===== config.mk =====
export PLATFORM = sky130hd
export DESIGN_NAME = running_mean_deviation_reliability_top
export DESIGN_NICKNAME = d
export VERILOG_FILES = /design/src/rtl/rmdr_pkg.sv /design/src/rtl/rmdr_divider.sv /design/src/rtl/rmdr_front.sv /design/src/rtl/rmdr_back.sv /design/src/rtl/running_mean_deviation_reliability_top.sv
export SDC_FILE = /design/constraint.sdc
export NUM_CORES = 2
export LEC_CHECK = 0
export ABC_AREA = 1
export BUFFER_PORTS_ARGS = -buffer_cell sky130_fd_sc_hd__buf_2
export CAP_MARGIN = 10
export CORE_MARGIN = 10
export CORE_UTILIZATION = 25
export CTS_CLUSTER_SIZE = 8
export DETAILED_ROUTE_END_ITERATION = 8
export HOLD_SLACK_MARGIN = 0.02
export PLACE_DENSITY = 0.41
export SKIP_LAST_GASP = 1
export SYNTH_ARGS = -nofsm -noshare
export SYNTH_HDL_FRONTEND = slang
export SYNTH_SLANG_ARGS = --single-unit

===== constraint.sdc =====
create_clock -name clk -period 14.37 [get_ports clk]
set_input_delay 3.5925 -clock clk [delete_from_list [all_inputs] [get_ports clk]]
set_output_delay 3.5925 -clock clk [all_outputs]
set_load 0.01 [all_outputs]

===== src/rtl/rmdr_pkg.sv =====
// Package for the running mean / deviation / reliability block.
// Shared types, constants and the back-end state enum. No dependencies.
package rmdr_pkg;
  localparam int SAMPLE_BITS = 32;
  localparam int FRACTION_BITS = 16;
  localparam int COUNT_BITS = 32;
  localparam int CFG_W = 64;
  localparam int REL_W = 23;
  localparam int RSUM_W = 48;

  localparam logic [1:0] REG_START_SUM = 2'd0;
  localparam logic [1:0] REG_START_DEV = 2'd1;
  localparam logic [1:0] REG_START_REL = 2'd2;
  localparam logic [1:0] REG_START_CNT = 2'd3;

  localparam logic ACT_ADD = 1'b0;
  localparam logic ACT_RESTART = 1'b1;

  localparam logic [63:0] HUNDRED_FX = 64'd100 << FRACTION_BITS;

  typedef struct packed {
    logic action;
    logic signed [SAMPLE_BITS-1:0] sample;
  } cmd_t;

  typedef struct packed {
    logic signed [31:0] mean;
    logic [31:0] mean_deviation;
    logic [REL_W-1:0] reliability;
    logic [31:0] samples_seen;
  } res_t;

  typedef enum logic [3:0] {
    ST_IDLE, ST_DIV_OLD, ST_DIV_NEW, ST_DEV, ST_DIV_DEV, ST_SHIFT,
    ST_DIV_REL, ST_REL, ST_DIV_RAVG, ST_DONE
  } st_t;
endpackage


===== src/rtl/rmdr_divider.sv =====
// Iterative 64-bit unsigned divider, one quotient bit per cycle.
// Uses rmdr_pkg.
module rmdr_divider (
  input  logic        clk,
  input  logic        rst,
  input  logic        start,
  input  logic [63:0] dividend,
  input  logic [63:0] divisor,
  output logic        done,
  output logic [63:0] quotient
);
  import rmdr_pkg::*;
  logic [63:0] rem, dsr;
  logic [6:0] cnt;
  logic busy;
  logic [64:0] trial;

  assign trial = {rem, quotient[63]} - {1'b0, dsr};

  always_ff @(posedge clk) begin
    if (rst) begin
      busy <= 1'b0;
      done <= 1'b0;
    end else begin
      done <= 1'b0;
      if (start) begin
        busy <= 1'b1;
        cnt <= 7'd0;
        rem <= '0;
        quotient <= dividend;
        dsr <= divisor;
      end else if (busy) begin
        if (!trial[64]) begin
          rem <= trial[63:0];
          quotient <= {quotient[62:0], 1'b1};
        end else begin
          rem <= {rem[62:0], quotient[63]};
          quotient <= {quotient[62:0], 1'b0};
        end
        cnt <= cnt + 7'd1;
        if (cnt == 7'd63) begin
          busy <= 1'b0;
          done <= 1'b1;
        end
      end
    end
  end

`ifndef NO_ASSERTIONS
  a_no_start_busy: assert property (@(posedge clk) disable iff (rst) busy |-> !start)
    else $error("divider restarted while busy");
  a_done_idle: assert property (@(posedge clk) disable iff (rst) done |-> !busy)
    else $error("done while busy");
  a_done_pulse: assert property (@(posedge clk) disable iff (rst) done |=> !done)
    else $error("done held");
`endif
endmodule


===== src/rtl/rmdr_front.sv =====
// Front end: accepts items into a two-entry queue towards the back end.
// Uses rmdr_pkg.
module rmdr_front (
  input  logic                clk,
  input  logic                rst,
  input  logic                push,
  output logic                full,
  input  rmdr_pkg::cmd_t      cmd_in,
  output logic                cmd_valid,
  input  logic                cmd_take,
  output rmdr_pkg::cmd_t      cmd_out
);
  import rmdr_pkg::*;
  cmd_t q [2];
  logic rd, wr;
  logic [1:0] fill;

  assign full = fill == 2'd2;
  assign cmd_valid = fill != 2'd0;
  assign cmd_out = q[rd];

  always_ff @(posedge clk) begin
    if (rst) begin
      fill <= '0;
      rd <= 1'b0;
      wr <= 1'b0;
    end else begin
      if (push && !full) begin
        q[wr] <= cmd_in;
        wr <= ~wr;
      end
      if (cmd_take && cmd_valid) rd <= ~rd;
      fill <= fill + 2'((push && !full) ? 1 : 0) - 2'((cmd_take && cmd_valid) ? 1 : 0);
    end
  end

`ifndef NO_ASSERTIONS
  a_take_valid: assert property (@(posedge clk) disable iff (rst) cmd_take |-> cmd_valid)
    else $error("take from empty queue");
  a_fill: assert property (@(posedge clk) disable iff (rst) fill != 2'd3)
    else $error("queue overfilled");
  a_ptr: assert property (@(posedge clk) disable iff (rst)
    (fill == 2'd0 || fill == 2'd2) |-> rd == wr)
    else $error("pointer mismatch");
`endif
endmodule


===== src/rtl/rmdr_back.sv =====
// Back end: statistics state, sequencer and the shared divider; one result register.
// Uses rmdr_pkg and rmdr_divider.
module rmdr_back (
  input  logic                clk,
  input  logic                rst,
  input  logic                cmd_valid,
  output logic                cmd_take,
  input  rmdr_pkg::cmd_t      cmd,
  input  logic signed [63:0]  start_sum,
  input  logic [62:0]         start_dev,
  input  logic [47:0]         start_rel,
  input  logic [31:0]         start_cnt,
  output logic                empty,
  input  logic                pop,
  output rmdr_pkg::res_t      res
);
  import rmdr_pkg::*;
  st_t st, st_next;
  logic signed [63:0] run_sum, new_sum, prev_mean, new_mean;
  logic [63:0] dev_sum, shift_full;
  logic [47:0] rel_sum;
  logic [COUNT_BITS-1:0] total;
  logic signed [31:0] mean_v;
  logic [31:0] dev_v, shift32;
  logic [REL_W-1:0] rel_v;
  logic signed [SAMPLE_BITS-1:0] smp;
  logic [63:0] prod;
  logic div_start, div_done;
  logic [63:0] dvd, dvs, quo, sq;
  logic neg;
  logic res_full;
  logic signed [63:0] smp64, cmd64, sum_add;
  logic ovf;
  logic ds2;
  logic [63:0] dvd2, dvs2;
  logic rel_go;
  logic [63:0] dvd_m, dvs_m;
  logic ds_m;

  function automatic logic [63:0] sat_u(input logic [63:0] a, input logic [63:0] b);
    logic [64:0] s;
    s = {1'b0, a} + {1'b0, b};
    return s[64] ? '1 : s[63:0];
  endfunction

  function automatic logic [63:0] absd(input logic signed [63:0] a,
                                       input logic signed [63:0] b);
    return (a >= b) ? 64'(a - b) : 64'(b - a);
  endfunction

  function automatic logic [63:0] mag(input logic signed [63:0] a);
    return a[63] ? 64'(-a) : 64'(a);
  endfunction

  function automatic logic [63:0] sat_rel(input logic [47:0] a, input logic [63:0] b);
    logic [64:0] s;
    s = {17'd0, a} + {1'b0, b};
    return (s > 65'h0ffffffffffff) ? 64'h0000ffffffffffff : s[63:0];
  endfunction

  rmdr_divider u_div (.clk, .rst, .start(ds_m), .dividend(dvd_m),
    .divisor(dvs_m), .done(div_done), .quotient(quo));

  // signed view: magnitude divide then fix sign
  assign sq = neg ? (~quo + 64'd1) : quo;
  assign empty = !res_full;

  assign smp64 = 64'(smp);
  assign cmd64 = 64'($signed(cmd.sample));
  assign sum_add = run_sum + cmd64;
  assign ovf = (run_sum[63] == cmd64[63]) && (sum_add[63] != run_sum[63]);

  always_comb begin
    st_next = st;
    cmd_take = 1'b0;
    div_start = 1'b0;
    dvd = '0;
    dvs = '0;
    unique case (st)
      ST_IDLE: if (cmd_valid && !res_full) st_next = ST_DONE;
      ST_DIV_OLD: if (div_done) st_next = ST_DIV_NEW;
      ST_DIV_NEW: if (div_done) st_next = ST_DEV;
      ST_DEV: st_next = ST_DIV_DEV;
      ST_DIV_DEV: if (div_done) st_next = ST_SHIFT;
      ST_SHIFT: st_next = ST_DIV_REL;
      ST_DIV_REL: if (div_done) st_next = ST_REL;
      ST_REL: st_next = ST_DIV_RAVG;
      ST_DIV_RAVG: if (div_done) st_next = ST_IDLE;
      ST_DONE: st_next = ST_IDLE;
      default: st_next = ST_IDLE;
    endcase
    if (st == ST_IDLE && cmd_valid && !res_full) begin
      cmd_take = 1'b1;
      if (cmd.action == ACT_ADD && total != '0) begin
        st_next = ST_DIV_OLD;
        div_start = 1'b1;
        dvd = mag(run_sum);
        dvs = 64'(total);
      end
    end
  end

  // divider start for the later divisions, except the relative shift division
  always_comb begin
    ds2 = 1'b0;
    dvd2 = '0;
    dvs2 = 64'(total);
    if (st == ST_DIV_OLD && div_done) begin
      ds2 = 1'b1; dvd2 = mag(new_sum); dvs2 = 64'(total) + 64'd1;
    end else if (st == ST_DEV) begin
      ds2 = 1'b1; dvd2 = sat_u(dev_sum, absd(new_mean, smp64));
    end else if (st == ST_REL) begin
      ds2 = 1'b1; dvd2 = {16'd0, rel_sum};
    end
  end

  // relative shift division starts on a flag registered from ST_SHIFT, when the product register holds the product
  always_ff @(posedge clk) begin
    if (rst) rel_go <= 1'b0;
    else rel_go <= (st == ST_SHIFT);
  end

  always_comb begin
    ds_m = div_start | ds2 | rel_go;
    dvd_m = div_start ? dvd : (rel_go ? prod : dvd2);
    dvs_m = div_start ? dvs : (rel_go ? ((dev_v == '0) ? 64'd1 : 64'(dev_v)) : dvs2);
  end

  always_ff @(posedge clk) begin
    if (rst) begin
      st <= ST_IDLE;
      res_full <= 1'b0;
      run_sum <= '0;
      dev_sum <= '0;
      rel_sum <= '0;
      total <= '0;
      mean_v <= '0;
      dev_v <= '0;
      rel_v <= '0;
    end else begin
      st <= st_next;
      if (pop && res_full) res_full <= 1'b0;
      unique case (st)
        ST_IDLE: if (cmd_take) begin
          smp <= cmd.sample;
          neg <= run_sum[63];
          new_sum <= ovf ? (run_sum[63] ? {1'b1, 63'd0} : {1'b0, {63{1'b1}}}) : sum_add;
          if (cmd.action == ACT_RESTART) begin
            run_sum <= start_sum;
            dev_sum <= {1'b0, start_dev};
            rel_sum <= start_rel;
            total <= start_cnt;
            mean_v <= '0;
            dev_v <= '0;
            rel_v <= '0;
          end else if (total == '0) begin
            run_sum <= ovf ? (run_sum[63] ? {1'b1, 63'd0} : {1'b0, {63{1'b1}}}) : sum_add;
            total <= total + 1'b1;
          end
        end
        ST_DIV_OLD: if (div_done) begin
          prev_mean <= sq;
          neg <= new_sum[63];
        end
        ST_DIV_NEW: if (div_done) new_mean <= sq;
        default: ;
      endcase
      if (st == ST_DEV) begin
        if (new_mean > 64'sd2147483647) mean_v <= 32'sh7fffffff;
        else if (new_mean < -64'sd2147483648) mean_v <= 32'sh80000000;
        else mean_v <= new_mean[31:0];
        dev_sum <= sat_u(dev_sum, absd(new_mean, smp64));
        shift_full <= absd(prev_mean, new_mean);
        neg <= 1'b0;
      end
      if (st == ST_DIV_DEV && div_done) begin
        dev_v <= (quo[63:32] != '0) ? '1 : quo[31:0];
        shift32 <= (shift_full[63:32] != '0) ? '1 : shift_full[31:0];
      end
      if (st == ST_SHIFT) prod <= 64'(shift32) * HUNDRED_FX;
      if (st == ST_DIV_REL && div_done) begin
        if (dev_v == '0) rel_sum <= 48'(sat_rel(rel_sum, HUNDRED_FX));
        else if (shift32 < dev_v) rel_sum <= 48'(sat_rel(rel_sum, HUNDRED_FX - quo));
      end
      if (st == ST_DIV_RAVG && div_done) begin
        rel_v <= (quo[63:REL_W] != '0) ? '1 : quo[REL_W-1:0];
        run_sum <= new_sum;
        if (total != '1) total <= total + 1'b1;
      end
      if ((st == ST_DIV_RAVG && div_done) || st == ST_DONE) res_full <= 1'b1;
    end
  end

  assign res.mean = mean_v;
  assign res.mean_deviation = dev_v;
  assign res.reliability = rel_v;
  assign res.samples_seen = total;

`ifndef NO_ASSERTIONS
  a_take_room: assert property (@(posedge clk) disable iff (rst) cmd_take |-> !res_full)
    else $error("item taken with result pending");
  a_res_hold: assert property (@(posedge clk) disable iff (rst)
    (res_full && !pop) |=> res_full)
    else $error("result dropped without pop");
  a_idle_take: assert property (@(posedge clk) disable iff (rst) cmd_take |-> st == ST_IDLE)
    else $error("sequencer slip");
`endif
endmodule


===== src/rtl/running_mean_deviation_reliability_top.sv =====
// Top level: config registers, front queue and back-end sequencer.
// Uses rmdr_pkg, rmdr_front, rmdr_back.
// Usage:
//   Input queue: drive action/sample with push while full is low.
//   Action restart reloads from start_* registers; clears mean, deviation, reliability.
//   Result register: while empty is low, mean, mean_deviation, reliability and
//   samples_seen hold the result; pop takes it.
//   Config: cfg_we, cfg_index, cfg_data write one start register per cycle;
//   write only while the block is idle.
// Sequence: a restart or first sample goes from ST_IDLE through ST_DONE to the
//   result register; any other add runs five 64-step passes of one serial
//   divider plus the sequencing steps between them.
// Flow: one item at a time; the back end takes the next item the cycle
//   after the previous result is popped. A two-entry queue buffers input.
// Reset (rst, synchronous) clears the running sums, count, outputs, start registers, state and queue pointers.
// When pop stays low the one result register holds, the back end waits and
// the input queue fills, then full rises.
module running_mean_deviation_reliability_top (
  input  logic        clk,
  input  logic        rst,
  input  logic        push,
  output logic        full,
  input  logic        action,
  input  logic signed [31:0] sample,
  output logic        empty,
  input  logic        pop,
  output logic signed [31:0] mean,
  output logic [31:0] mean_deviation,
  output logic [22:0] reliability,
  output logic [31:0] samples_seen,
  input  logic        cfg_we,
  input  logic [1:0]  cfg_index,
  input  logic [63:0] cfg_data
);
  import rmdr_pkg::*;
  logic signed [63:0] start_sum;
  logic [62:0] start_dev;
  logic [47:0] start_rel;
  logic [31:0] start_cnt;
  cmd_t cin, cq;
  res_t r;
  logic cv, ct;

  always_ff @(posedge clk) begin
    if (rst) begin
      start_sum <= '0;
      start_dev <= '0;
      start_rel <= '0;
      start_cnt <= '0;
    end else if (cfg_we) begin
      unique case (cfg_index)
        REG_START_SUM: start_sum <= cfg_data;
        REG_START_DEV: start_dev <= cfg_data[62:0];
        REG_START_REL: start_rel <= cfg_data[47:0];
        REG_START_CNT: start_cnt <= cfg_data[31:0];
        default: ;
      endcase
    end
  end

  assign cin.action = action;
  assign cin.sample = sample;

  rmdr_front u_front (.clk, .rst, .push, .full, .cmd_in(cin), .cmd_valid(cv),
    .cmd_take(ct), .cmd_out(cq));
  rmdr_back u_back (.clk, .rst, .cmd_valid(cv), .cmd_take(ct), .cmd(cq),
    .start_sum, .start_dev, .start_rel, .start_cnt, .empty, .pop, .res(r));

  assign mean = r.mean;
  assign mean_deviation = r.mean_deviation;
  assign reliability = r.reliability;
  assign samples_seen = r.samples_seen;
endmodule


==> out/qor.csv <==
stage;metric;value;unit
min_path;hold_path_startpoint;start_rel[26];
floorplan;fp.dieW;616;µm
timing;slew_viol_final;0;
power_and_ir_drop;power_leakage;0.0431;µW
cts;cts-root-buf;clkbuf_16;
yosys;synthArstFlopShare;0;%
cts;numCtsBuffers;167;
placement;portBuffers;224;
yosys;ys_seq_area_share;31.6;%
yosys;ys_seq_elements;1107;
timing;fin_crit;9.63;ns
cts;cts_sinks;1107;
timing;fin_hold_ws;0.448;ns
global_route;grt_pass1_wl;701;mm
routing;antenna_left;0;
flow_run;cap_violations;0;
timing;max_freq;0.104;GHz
placement;gp_congestion;1.04;
cts;cts_resized;0;
routing;drt_iter0_markers;10900;
routing;vias;93400;
placement;dpl.hpwl;416;mm
yosys;syn-mean-instance-area;6.92;µm²
yosys;syn-cell-area;88900;µm²
worst_setup_path;critical-path-max-stage-delay;0.79;ns
yosys;syn_inst;12800;
layout;seqCellArea;28100;µm²
layout;area_delta_synth_final;13.0;%
cts;cts_buffer_depth;4;
layout;num-fill-cells;39800;
worst_setup_path;worst_path_max_delay_cell;a211oi_1;
layout;nets;13700;
worst_setup_path;critPathTopFamily;compound AO/OA/AOI/OAI gates;
timing;hold_violations;0;
global_route;grtUsageTotal;25.5;%
floorplan;coreArea;353000;µm²
yosys;synth_edf_count;592;
timing;fin_tns_setup;0;ns
floorplan;die_h;616;µm
global_route;grt_pass1_vias;88300;
yosys;ys_warn_count;0;
yosys;ys.flop_type;edfxtp_1;
timing;setup_ws;4.74;ns
global_route;grt.overflow.total;0;
yosys;mappedNetlistNets;13600;
cts;tritoncts;yes;
floorplan;ios;225;
worst_setup_path;worstPathBufferInverterCount;9;
worst_setup_path;critPathMaxFanout;72;
worst_setup_path;required;15.00;ns
yosys;synthTopCellsByArea;edfxtp_1 20%, dfxtp_1 12%, nand2_1 9.2%;
timing;finalClockSkew;0.134;ns
placement;pre_cts_ws;4.98;ns
routing;drt_wl_total;511;mm
floorplan;die-area;380000;µm²
worst_setup_path;timing.rr.start;u_back.smp[31];
placement;dp_cells;17500;
worst_setup_path;start_kind;flop;
routing;first_pass_iters;9;
global_route;grt_max_degree;93;
cts;cts-hold-fix-buffers;0;
cts;post_cts_buffers;0;
timing;rsz0062_at_grt;no;
timing;slew_headroom;7.89;%
layout;fin_util;28.4;%
floorplan;rows;218;
cts;htree_num_levels;4;
worst_setup_path;cp.arrival;10.26;ns
timing;fin_crit_sh;67.0;%
min_path;hold_class;flop to flop;
yosys;synth_top_area_share;20.0;%
routing;vias_per_cell;5.24;
routing;wire_per_inst;28.6;µm
power_and_ir_drop;p_per_area;187;nW/µm²
global_route;antenna_found_initial;66;
timing;tightest_slew;1.37;ns
layout;fin_cells;17800;
timing;setup_violations;0;
yosys;ys_types;78;
worst_setup_path;cp_common_cell;o21ai_0;
routing;drc;0;
worst_setup_path;crit_start;u_back.smp[31];
cts;clk_pin_slew_worst_paths;0.06;ns
cts;clk_latency;0.94;ns
layout;multiInputGateArea;51900;µm²
run_status;outcome;finished clean;
worst_setup_path;cp-end-kind;flop;
worst_setup_path;crit_type;flop to flop;
layout;drive_gt1_share;5.76;%
power_and_ir_drop;ir_drop;0.107;mV
floorplan;start_util;25.2;%
yosys;yosysTopAreaCell;edfxtp_1;
flip-flops by register name, indices dropped and copies added, names as in the netlist, 37 cells and up, named ones only:
signal                 flops
u_front.q                 66
u_back.new_sum            64
u_back.u_div.quotient     64
u_back.run_sum            64
u_back.u_div.rem          64
u_back.prev_mean          64
u_back.dev_sum            64
u_back.prod               37
u_back.shift_full         64
start_rel                 48
start_dev                 63
u_back.rel_sum            48
u_back.new_mean           64
start_sum                 64
worst reg2reg max path: cells and delay by family, from the launching register on:
kind                       cells  cell delay, ns
AOI/OAI and AO/OA             13            3.24
buffers and inverters          9            2.68
and+or+nand+nor               10            1.81
adders and majority gates      2            0.81
xor gates and xnor gates       1            0.45
DFF                            1            0.35
final cells by class:
class                   count  share of cell area [%]
inverters                1982                    7.42
clock inverters            18                   0.278
well taps                4730                    5.89
flip-flops and latches   1107                    28.0
clock buffers             269                    4.64
diodes                     31                  0.0772
repair buffers            348                    2.06
multi-input cells        9353                    51.7
power by group:
| group | switching (µW) | internal (µW) | total, µW |
|---|---|---|---|
| Clock | 1680 | 2240 | 3910 |
| Sequential | 916 | 4100 | 5020 |
| Combinational | 7320 | 2570 | 9880 |
| Total | 9910 | 8900 | 18800 |
cell usage after synthesis, drive strengths merged (23+ instances only):
master,count
o21bai,69
a32o,28
clkbuf,324
a21oi,1475
xnor2,148
o21a,87
a221oi,23
inv,1972
dfxtp,515
xor2,355
o22ai,42
or2,56
a31oi,101
nand2,2213
a211oi,34
nand4,107
a21o,43
o221ai,42
nand3,435
nor2,1507
o21ai,1425
buf,81
a22oi,26
o211ai,93
edfxtp,592
nor3,158
nor4,118
ha,604
fa,35
placed cells by master (no fill, tap or decap), drive strengths merged, types with 42 or more instances in the layout:
cell,Yosys,layout
nor3,158,158
a31oi,101,101
inv,1972,1977
a21oi,1475,1475
or2,56,56
o21a,87,87
o21bai,69,69
dfxtp,515,515
xnor2,148,148
nor4,118,118
o221ai,42,42
clkbuf,324,270
edfxtp,592,592
nand4,107,107
buf,81,347
a21o,43,43
nand3,435,435
o22ai,42,42
o21ai,1425,1425
xor2,355,355
nand2,2213,2213
o211ai,93,93
ha,604,604
nor2,1507,1507
through the flow:
stage | power, µW | cell area, µm²
after floorplan | 10200 | 88900
after global placement | 14600 | 95400
after detailed placement | 14500 | 95400
after CTS | 18500 | 100000
after global routing | 19600 | 100000
final | 18800 | 100000
per-layer routing:
| metal | global-route usage, % | vias to the layer above | wire, µm |
|---|---|---|---|
| li1 | - | 43300 | - |
| met1 | 34.0 | 45200 | 219000 |
| met2 | 38.9 | 4060 | 217000 |
| met3 | 3.97 | 896 | 37800 |
| met4 | 15.0 | 22 | 36400 |
| met5 | 0.424 | - | 359 |
path summary, 6_finish.rpt:
kind | depth (start not counted) | slack (ns) | endpoint
hold / removal | 2 | 0.45 | start_rel[26]
setup / recovery | 35 | 4.74 | u_back.u_div.quotient[54]
hold reg to reg | 2 | 0.45 | start_rel[26]
setup reg to reg | 35 | 4.74 | u_back.u_div.quotient[54]
kinds of logic (layout without fill, tap and decap cells):
| logic type | count (synthesis) | count (layout) | synth area share, % |
|---|---|---|---|
| compound gates | 3557 | 3557 | 21.9 |
| xor+xnor | 503 | 503 | 4.96 |
| fa+ha+maj | 639 | 639 | 9.29 |
| buf+inv | 2387 | 2617 | 10.2 |
| flops | 1107 | 1107 | 31.6 |
| mux | 21 | 21 | 0.238 |
| other cells | 0 | 31 | 0 |
| simple gates | 4633 | 4633 | 21.7 |
No activity file was read; power rests on OpenSTA's default activity.
